### src/rtl/pca_pkg.sv
// Shared constants, word widths and control/status types of the point covariance accumulator.
// No dependencies; every other file of the block imports this package.
`timescale 1ns / 1ps

package pca_pkg;

  // Default parameter values
  localparam int unsigned MAX_POINTS = 32768;
  localparam int unsigned COORD_BITS = 24;

  // Word widths (fixed by the point and result formats)
  localparam int unsigned CoordW   = 24;          // Q12.12 coordinate
  localparam int unsigned SumW     = 39;          // Q27.12 first-moment sum
  localparam int unsigned MomW     = 63;          // Q39.24 second-moment sum
  localparam int unsigned CntW     = 16;          // point count, holds MAX_POINTS
  localparam int unsigned MagW     = SumW;        // magnitude of a first-moment sum
  localparam int unsigned ProdW    = 2 * MagW;    // exact product of two magnitudes
  localparam int unsigned ResW     = 64;          // Q40.24 scatter entry
  localparam int unsigned MulSteps = MagW;        // one multiplier bit per step
  localparam int unsigned DivSteps = ProdW;       // one dividend bit per step
  localparam int unsigned StepW    = $clog2(DivSteps);

  // Scatter matrix entries, in output order
  localparam int unsigned NumEntries = 6;
  localparam int unsigned EntW       = $clog2(NumEntries);

  localparam logic [EntW-1:0] EntXX = EntW'(0);
  localparam logic [EntW-1:0] EntYY = EntW'(1);
  localparam logic [EntW-1:0] EntZZ = EntW'(2);
  localparam logic [EntW-1:0] EntXY = EntW'(3);
  localparam logic [EntW-1:0] EntXZ = EntW'(4);
  localparam logic [EntW-1:0] EntYZ = EntW'(5);

  // Commands from the controller to the datapath
  typedef struct packed {
    logic            load;      // latch operand magnitudes, clear product
    logic            mul_step;  // one shift-add multiply step
    logic            div_step;  // one restoring divide step
    logic            store;     // write finished entry to the result bank
    logic            clear;     // clear sums, count and overflow flag
    logic [EntW-1:0] entry;     // entry being finished
  } pca_cmd_t;

  // Status from the datapath to the controller
  typedef struct packed {
    logic pipe_busy;            // a point is still in the accumulate pipeline
  } pca_status_t;

endpackage

### src/rtl/pca_ctrl.sv
// Controller of the point covariance accumulator: sequences the drain, the serial
// multiply/divide finish of the six entries and the result strobe. Depends on pca_pkg.
`timescale 1ns / 1ps

module pca_ctrl (
  input  logic                 clk_i,
  input  logic                 rst_ni,
  input  logic                 start_i,
  input  logic                 last_point_i,
  input  pca_pkg::pca_status_t status_i,
  output pca_pkg::pca_cmd_t    cmd_o,
  output logic                 busy_o,
  output logic                 valid_o
);
  import pca_pkg::*;

  localparam logic [2:0] StRun   = 3'd0;
  localparam logic [2:0] StDrain = 3'd1;
  localparam logic [2:0] StLoad  = 3'd2;
  localparam logic [2:0] StMul   = 3'd3;
  localparam logic [2:0] StDiv   = 3'd4;
  localparam logic [2:0] StStore = 3'd5;
  localparam logic [2:0] StOut   = 3'd6;

  localparam logic [StepW-1:0] MulLast = StepW'(MulSteps - 1);
  localparam logic [StepW-1:0] DivLast = StepW'(DivSteps - 1);
  localparam logic [EntW-1:0]  EntLast = EntW'(NumEntries - 1);

  logic [2:0]       state_q, state_d;
  logic [StepW-1:0] step_q, step_d;
  logic [EntW-1:0]  entry_q, entry_d;

  // Next state and counters
  always_comb begin
    state_d = state_q;
    step_d  = step_q;
    entry_d = entry_q;
    unique case (state_q)
      StRun: begin
        if (start_i && last_point_i) begin
          state_d = StDrain;
        end
      end
      StDrain: begin
        if (!status_i.pipe_busy) begin
          state_d = StLoad;
          entry_d = EntXX;
        end
      end
      StLoad: begin
        state_d = StMul;
        step_d  = '0;
      end
      StMul: begin
        if (step_q == MulLast) begin
          state_d = StDiv;
          step_d  = '0;
        end else begin
          step_d = step_q + 1'b1;
        end
      end
      StDiv: begin
        if (step_q == DivLast) begin
          state_d = StStore;
        end else begin
          step_d = step_q + 1'b1;
        end
      end
      StStore: begin
        if (entry_q == EntLast) begin
          state_d = StOut;
        end else begin
          entry_d = entry_q + 1'b1;
          state_d = StLoad;
        end
      end
      StOut: begin
        state_d = StRun;
      end
      default: begin
        state_d = StRun;
      end
    endcase
  end

  // State registers
  always_ff @(posedge clk_i or negedge rst_ni) begin
    if (!rst_ni) begin
      state_q <= StRun;
      step_q  <= '0;
      entry_q <= '0;
    end else begin
      state_q <= state_d;
      step_q  <= step_d;
      entry_q <= entry_d;
    end
  end

  // Command decode
  always_comb begin
    cmd_o          = '0;
    cmd_o.entry    = entry_q;
    cmd_o.load     = (state_q == StLoad);
    cmd_o.mul_step = (state_q == StMul);
    cmd_o.div_step = (state_q == StDiv);
    cmd_o.store    = (state_q == StStore);
    cmd_o.clear    = (state_q == StOut);
  end

  assign busy_o  = (state_q != StRun);
  assign valid_o = (state_q == StOut);

  // At most one datapath operation per cycle
  assert property (@(posedge clk_i) disable iff (!rst_ni)
    $onehot0({cmd_o.load, cmd_o.mul_step, cmd_o.div_step, cmd_o.store, cmd_o.clear}))
    else $error("pca_ctrl: more than one datapath command");

  // The result word only follows the store of the last entry
  assert property (@(posedge clk_i) disable iff (!rst_ni)
    valid_o |-> ($past(state_q) == StStore) && ($past(entry_q) == EntLast))
    else $error("pca_ctrl: result strobe without finished entries");

  // The divide phase always starts from a cleared step counter
  assert property (@(posedge clk_i) disable iff (!rst_ni)
    (state_q == StDiv) && ($past(state_q) == StMul) |-> (step_q == '0))
    else $error("pca_ctrl: divide phase started mid-count");

endmodule

### config.mk
export PLATFORM = sky130hd
export DESIGN_NAME = pca_ctrl
export DESIGN_NICKNAME = d
export VERILOG_FILES = /design/src/rtl/pca_pkg.sv /design/src/rtl/pca_ctrl.sv
export SDC_FILE = /design/constraint.sdc
export NUM_CORES = 1
export LEC_CHECK = 0
export BUFFER_PORTS_ARGS = -buffer_cell sky130_fd_sc_hd__clkbuf_2
export CAP_MARGIN = 20
export CELL_PAD_IN_SITES_DETAIL_PLACEMENT = 0
export CELL_PAD_IN_SITES_GLOBAL_PLACEMENT = 1
export CORE_MARGIN = 4
export CORE_UTILIZATION = 41
export CTS_BUF_LIST = sky130_fd_sc_hd__clkbuf_16
export DETAILED_ROUTE_END_ITERATION = 7
export PLACE_DENSITY_LB_ADDON = 0.2
export SLEW_MARGIN = 20
export SYNTH_ARGS = -nofsm -noshare
export SYNTH_HDL_FRONTEND = slang
export SYNTH_SLANG_ARGS = --single-unit
### constraint.sdc
create_clock -name clk_i -period 1.8 [get_ports clk_i]
set_clock_uncertainty 0.15 [all_clocks]
set_input_delay 0.27 -clock clk_i [delete_from_list [all_inputs] [get_ports clk_i]]
set_output_delay 0.27 -clock clk_i [all_outputs]
set_load 0.1 [all_outputs]
After elaboration in Yosys (flattened, before gate mapping)

Index checks and enable logic that the tools add are counted.
W data, S select, Z words.

$add $sub $neg: 2
Eq/ne operators: 15
Muxes and demuxes: 12
Reductions and logical operators: 8

Operators with widths:

| operator              | count |
|---|---|
| $mux W3               | 7 |
| $pmux W7 S3           | 1 |
| $pmux W3 S6           | 1 |
| $mux W7               | 2 |
| $eq A3 B3 Y1 const B  | 4 |
| $ne A2 B2 Y1 const B  | 4 |
| $add A7 B1 Y7 const B | 1 |
| $eq A7 B6 Y1 const B  | 1 |
| $eq A7 B7 Y1 const B  | 1 |
| $eq A3 B2 Y1 const B  | 2 |
| $pmux W3 S2           | 1 |
| $reduce_bool A3 Y1    | 2 |
| $ne A2 B1 Y1 const B  | 2 |
| $reduce_and A4 Y1     | 1 |
| $add A3 B1 Y3 const B | 1 |
| $eq A3 B1 Y1 const B  | 1 |
| $logic_not A3 Y1      | 1 |
| $reduce_and A3 Y1     | 1 |
| $reduce_and A2 Y1     | 1 |
| $reduce_bool A2 Y1    | 1 |
| $logic_and A1 B1 Y1   | 1 |

Bits in registers: 13
Bits of input ports: 5
Output and inout port bits: 10
Word-level logic and storage cells: 40

Logic depth before layout (Yosys ltp)

Gate-level depths: netlist (run 1).

Depth after elaboration: 3
Mapped depth: 6
Depth with buffers taken out: 6

Worst setup path before layout (run 1)

Ideal clock, no wire load.

Path kind: flip-flop to output port
From: reg state_q[2]
To: out cmd_o[6] in the netlist's numbering
Arrival: 1973 ps
Path slack: -593 ps
Cell stages (with the launch flop): 4
Buffers on the path: 1
Cells stage by stage: dfrtp_1 nand2b_1 buf_6 nor2_1

RTL lines:

| item                   | RTL line       | RTL |
|---|---|---|
| start, declared        | pca_ctrl.sv:29 | `logic [2:0] state_q, state_d;` |
| start signal, assigned | pca_ctrl.sv:89 | `state_q <= StRun;` |
| start signal, assigned | pca_ctrl.sv:93 | `state_q <= state_d;` |
| end, declared          | pca_ctrl.sv:11 | `output pca_pkg::pca_cmd_t cmd_o,` |

==> summary.md, run 1 <==
| Metric | Value |
|---|---|
| Status | complete, but fails checks |
| Failing checks | setup timing |
| Post-Synthesis Cells | between 100 and 150 |
| Asr flop ratio synth | 100.0% |
| Vias per cell | 5.787 |
| Synth cell types | 40 |
| Clk_lat worst skew | ~0.24 ns |
| Gr ovfl total | 0 |
| Layout cells sized above 1 | approximately two fifths |
| Synth top area cells | dfrtp_1 (35%), ha_1 (6.7%), o21ai_0 (4.8%) |
| Initial drt markers | 27 |
| Worst IR drop on VDD | 0.7839 mV |
| Hold path start | status_i |
| Final worst-path setup slack | -0.01119 ns |
| Total power | a little over 0.0007 W |
| Final HPWL from detailed placement | 1562 um |
| Initial Utilization | about 45% |
| Area post-placement | roughly 1100 um2 |
| Final ANT Viol Nets | 0 |
| CP startpoint kind | flop |
| IO Count | 15 |
| Largest net degree at the start of global routing | 14 |
| Clk sinks | 13 |
| CP arrival | roughly 1.4 ns |
| Final WL | between 2000 and 2500 um |
| Hold path endpoint | state_q[1] |
| CTS root buf | clkbuf_16 |
| Final setup vio count | 1 |
| FILL cells | approximately 180 |
| Die H | 55.62 um |
| Design area | 1287 um2 |
| Nets | about 130 |
| Top post-synthesis cells by count | dfrtp_1 (13), nand2_1 (9), o21ai_0 (9) |
| EDFF count, synth | 0 |
| Fmax | approximately 0.55 GHz |
| IO buf count | 14 |
| Total GRT Usage | 15.25% |
| DR WL/cell | 14.93 um |
| Final RePlAce weighted congestion | 0.8459 |
| Worst Hold Depth | 4 |
| Core region area | approximately 2100 um2 |
| Final hold viol count | 0 |
| Top-count cell post-synth | dfrtp_1 |
| CTS Buffer Depth | 2 |
| Pwr Density | roughly 570 nW/um2 |
| Synth Cell Area | between 900 and 1000 um2 |
| Synth Net Count | 111 |
| RSZ-0062 raised after global routing | yes |
| Leak | about 0.59 nW |
| Cell row count | 16 |
| Reg-to-reg endpoint | step_q[1] |
| N_diodes | 0 |
| Syn_area_per_cell | about 9 um2 |
| Flop2flop setup slack | approximately 0.06 ns |
| Synthesis Warnings | 0 |
| Drt drc | 0 |
| Worst R2R Path Depth | 5 |
| TritonCTS Buffers | 3 |
| Synth Register Bits | 13 |
| Crit path time final | 1.811 ns |
| First-pass GRT wire length | ~3800 um |
| Slew Limit Fails | 0 |
| Max Cap Viol | 0 |
| H-Tree Depth | 1 |
| Hold Crit Class | primary input to flop |
| Critical path capture point type | output port |
| Antenna violations before repair | 0 |
| Vias in the first global route | 838 |
| Sequential fraction of the synthesis area | between 30% and 40% |
| TritonCTS clock tree | yes |
| Die W | ~56 um |
| Most area-hungry cell type in the Yosys netlist | dfrtp_1 |
| First-pass DRT Iterations | 4 |
| Primary FF master, synth | dfrtp_1 |
| Hold slack | between 0.2 and 0.3 ns |
| Relative slew slack | roughly 64% |
| Worst EP required | between 1 and 1.5 ns |
| Setup CP Type | flop to output port |
| Clk pin slew, worst setup/hold paths | roughly 0.05 ns |
| Layout Area Growth over Synthesis | 38.49% |
| Synth top area share | between 30% and 40% |
| Dpl ws | approximately 0.020 ns |
| Via count | slightly below 900 |
| Crit Path Max Fanout | 8 |
| Die area | between 3000 and 4000 um2 |
| Reg-to-reg startpoint | state_q[1] |
| Tcrit/Tclk final | 100.6% |
| Slew @ Worst Pin | between 0.5 and 0.6 ns |
-- worst max path at each step --
stage          cells after the start        from        end  slack (ns)
3_3_place_gp                       6   step_q[0]  step_q[3]        0.03
2_1_floorplan                      3  state_q[2]   cmd_o[6]       -0.12
3_5_place_dp                       6   step_q[0]  step_q[3]        0.02
5_1_grt                            3  state_q[1]   cmd_o[5]       -0.05
4_1_cts                            3  state_q[1]   cmd_o[5]       -0.01
6_report                           3  state_q[1]   cmd_o[5]       -0.01
-- critical path, cell delays in order, from the launching register on --
cell        delay (ns)
dfrtp_2           0.44
or3b_4            0.43
clkinvlp_4        0.11
buf_12            0.17
-- routing by layer --
layer	wire, um	track usage, %	vias to the layer above	part of all wire [%]
met5	0	0	-	0
met4	39	3.819	0	1.7
met3	140	6.032	9	6.3
met2	1081	24.83	33	48
met1	979	18.74	412	44
li1	-	-	414	-
-- cells in the final DEF, fill, tap and decap left out, types with 3 or more instances in the layout --
| cell type | n |
|---|---|
| buf_4 | 7 |
| a21oi_1 | 5 |
| nand2_1 | 9 |
| nor2_2 | 3 |
| ha_1 | 5 |
| nand3_1 | 5 |
| inv_1 | 7 |
| o21ai_0 | 9 |
| buf_12 | 7 |
| dfrtp_2 | 4 |
| clkbuf_16 | 3 |
| clkbuf_2 | 7 |
| dfrtp_1 | 9 |
-- report_power, final --
group / internal, W / switching (W)
Combinational: 0.00000581 / 0.00000870
Clock: 0.000293 / 0.000127
Sequential: 0.000293 / 0
Total: 0.000592 / 0.000136
-- state kept, by name (all words and copies together) (netlist names) --
register,flops
step_q,7
entry_q,3
state_q,3
-- final cells by class --
| class | count | area, um2 | share of cell area (%) |
|---|---|---|---|
| multi-input combinational | 76 | 570.5 | 44.32 |
| tap | 27 | 33.78 | 2.624 |
| timing repair buffer | 22 | 237.7 | 18.46 |
| clock inverter | 1 | 3.754 | 0.2915 |
| sequential | 13 | 330.3 | 25.66 |
| inverter | 8 | 36.28 | 2.818 |
| clock buffer | 3 | 75.07 | 5.831 |
-- logic make-up after synthesis --
group,after synthesis,synth area share [%]
AND/OR/NAND/NOR,37,24.36
AO/OA/AOI/OAI,31,23.96
flip-flops,13,34.99
buffers and inverters,12,6.864
adder cells (fa/ha/maj),5,6.729
multiplexers,2,2.154
XOR/XNOR,1,0.9423
-- through the flow --
| stage | setup TNS, ns | std cells | util [%] |
|---|---|---|---|
| 2_1_floorplan | -0.4281 | 101 | - |
| 3_3_place_gp | 0 | 140 | 55.34 |
| 3_5_place_dp | 0 | 140 | 55.34 |
| 4_1_cts | -0.01062 | 148 | 60.92 |
| 5_1_grt | -0.1138 | 150 | 62.44 |
| 6_report | -0.01119 | 150 | 62.44 |
-- timing repair --
item / CTS / global route
endpoints found under the setup margin: 6 / 12
hold buffers: 1 / 0
gates resized for setup: 3 / 5
setup buffers: 3 / 2
endpoints found under the hold margin: 13 / 0
pin swaps: 1 / 1
(Power assumes the default switching activity.)
==> run 2, diff against run 1 <==
- ABC_AREA: default -> 1
- CORE_UTILIZATION: 41 -> 38
- SETUP_SLACK_MARGIN: default -> 0.2
==> summary.md, run 2 <==
| Metric | Value |
|---|---|
| Top post-synthesis cells by count | nand2_1 (49), nand3_1 (16), inv_1 (15) |
| Asr flop ratio synth | between 90% and 100% |
| CTS Buffer Depth | 2 |
| Critical path capture point type | output port |
| Nets | approximately 180 |
| Synth Net Count | about 150 |
| Worst R2R Path Depth | 7 |
| Clk pin slew, worst setup/hold paths | around 0.050 ns |
| Syn_area_per_cell | roughly 6.7 um2 |
| Reg-to-reg endpoint | step_q[5] |
| Critical path cell sequence | inv_1, nand3_4, clkinvlp_4, buf_12 |
| Synth Register Bits | 13 |
| Worst EP required | ~1.4 ns |
| Clk_lat worst skew | 0.24 ns |
| Fmax | about 0.60 GHz |
| Regs by FF count | step_q (7), entry_q (3), state_q (3) |
| Tcrit/Tclk final | 92.62% |
| Setup CP Type | flop to output port |
| Clk sinks | 13 |
| H-Tree Depth | 1 |
| GR Util met3 | under 10% |
| Sequential fraction of the synthesis area | 34.99% |
| Reg-to-reg startpoint | state_q[0] |
| First-pass DRT Iterations | 4 |
| IO Count | 15 |
| Vias in the first global route | 860 |
| Final hold viol count | 0 |
| RSZ-0062 raised after global routing | yes |
| CTS root buf | clkbuf_16 |
| Slowest stage delay, CP | 0.47 ns |
| Largest Register | step_q |
| Final ANT Viol Nets | 0 |
| Buf+Inv Stages, Crit Path | 3 |
| Leak | about 0.66 nW |
| Vias per cell | 4.854 |
| Synth Cell Area | around 930 um2 |
| Layout cells sized above 1 | a little over a third |
| Most common cell after layout, fill and taps aside | nand2_1 |
| Synth top area share | around a third |
| EDFF count, synth | 0 |
| CP delay by family, top | flip-flops |
| Top-count cell post-synth | nand2_1 |
| Max Cap Viol | 0 |
| Gr busiest metal | met2 |
| Die H | about 57 um |
| Post-route insts no fill | ~190 |
| Hold slack | around 0.32 ns |
| Final setup vio count | 0 |
| TritonCTS Buffers | 3 |
| DR WL/cell | 11.36 um |
| CP arrival | 1.25 ns |
| Setup crit start | state_q[0] |
| Slew Limit Fails | 0 |
| Relative slew slack | 63.76% |
| Hold Crit Class | primary input to asynchronous set/reset pin |
| Die area | between 3000 and 4000 um2 |
| Die W | roughly 57 um |
| Slew @ Worst Pin | approximately 0.55 ns |
| Drt drc | 0 |
| IO buf count | 14 |
| Crit path capture | cmd_o[7] |
| Pwr Density | slightly above 500 nW/um2 |
| Commonest non-fill, non-tap cells in the layout | nand2_1 (47), nand3_1 (15), inv_1 (11) |
| Met1 GRT Util | about a fifth |
| Post-Synthesis Cells | ~140 |
| TritonCTS clock tree | yes |
| Crit path time final | around 1.7 ns |
| Primary FF master, synth | dfrtp_1 |
| N_diodes | 0 |
| Worst IR drop on VDD | around 0.54 mV |
| Placed insts | ~180 |
| Largest net degree at the start of global routing | 14 |
| Cell row count | 17 |
| Synth cell types | 21 |
| Layout Area Growth over Synthesis | 50.07% |
| Status | complete, no violations |
| Total GRT Usage | between 10% and 20% |
| Core region area | ~2300 um2 |
| Critical path depth | 4 |
| GR Layer Usage met2 | around 23% |
| Crit Path Max Fanout | 6 |
| Final RePlAce weighted congestion | 0.7644 |
| Antenna violations before repair | 0 |
| Initial Utilization | 40.85% |
| Most area-hungry cell type in the Yosys netlist | dfrtp_1 |
| CP max stage cell | dfrtp_2 |
| Final HPWL from detailed placement | about 1600 um |
| Initial drt markers | 23 |
| First-pass GRT wire length | between 3000 and 4000 um |
| Gr ovfl total | 0 |
| Via count | approximately 930 |
| CP startpoint kind | flop |
| Synth top area cells | dfrtp_1 (35%), nand2_1 (20%), nand3_1 (8.6%) |
| Synthesis Warnings | 0 |
| Max reg flops | 7 |
| Flop2flop setup slack | between 0.2 and 0.3 ns |
| Final WL | approximately 2200 um |
[run 2: changes by cell type in the layout (fill, tap and decap cells not counted), moves of 7 or more]
cell     change
o21ai_0      -8
nor2_1       +7
nand2_1     +38
nand3_1     +10
[run 2: through the flow]
step | setup TNS [ns] | utilization (%) | total power, W | setup WS, ns | area [um2]
after CTS | 0 | 58.44 | 0.0007360 | 0.1350 | 1330
after detailed placement | 0 | 51.29 | 0.0003086 | 0.2031 | 1167
after floorplan | -0.2513 | - | 0.0002986 | -0.2513 | 982.2
after global routing | 0 | 61.30 | 0.0007615 | 0.08824 | 1395
after global placement | 0 | 51.29 | 0.0003084 | 0.2487 | 1167
final | 0 | 61.30 | 0.0007239 | 0.1329 | 1395
[run 2: worst min path at each step]
stage	from	to	slack, ns
finish	rst_ni	entry_q[0]	0.32
global route	rst_ni	step_q[2]	0.34
CTS	rst_ni	step_q[0]	0.33
detailed placement	rst_ni	state_q[1]	0.04
global placement	rst_ni	step_q[4]	0.04
floorplan	rst_ni	entry_q[1]	-0.18
[run 2: cells by family after synthesis]
logic type,synth area share [%]
AO/OA/AOI/OAI,4.037
XOR/XNOR,1.885
adder cells (fa/ha/maj),6.729
buffers and inverters,8.613
flip-flops,34.99
AND/OR/NAND/NOR,43.74
[run 2: per-layer routing]
metal	part of all wire [%]	routed length (um)
met5	0	0
met4	0	0
met3	6.2	136
met1	48	1044
met2	46	1000
[run 2: area by class of cell]
cell class	instances	area [um2]
fill	205	880.8
timing repair buffer	24	265.3
sequential	13	337.8
multi-input combinational	105	598.1
tap	28	35.03
inverter	18	78.83
clock inverter	1	5.005
clock buffer	3	75.07
[run 2: where the power goes]
part / switching (W) / internal, W
registers: 0 / 0.000293
logic: 0.00000738 / 0.00000483
clock network: 0.000123 / 0.000295
[run 2: worst register-to-register path: cells and delay by family, from the launching register on]
| kind | cells | cell delay (ns) |
|---|---|---|
| DFF | 1 | 0.47 |
| buffers and inverters | 1 | 0.17 |
| and+or+nand+nor | 6 | 0.62 |
[run 2: timing repair]
| action | CTS | global route |
|---|---|---|
| resized for setup | 6 | 12 |
| hold endpoints to repair | 13 | 0 |
| pin swaps | 2 | 8 |
| setup buffers | 6 | 3 |
| endpoints found under the setup margin | 10 | 15 |
| hold buffers | 1 | 0 |
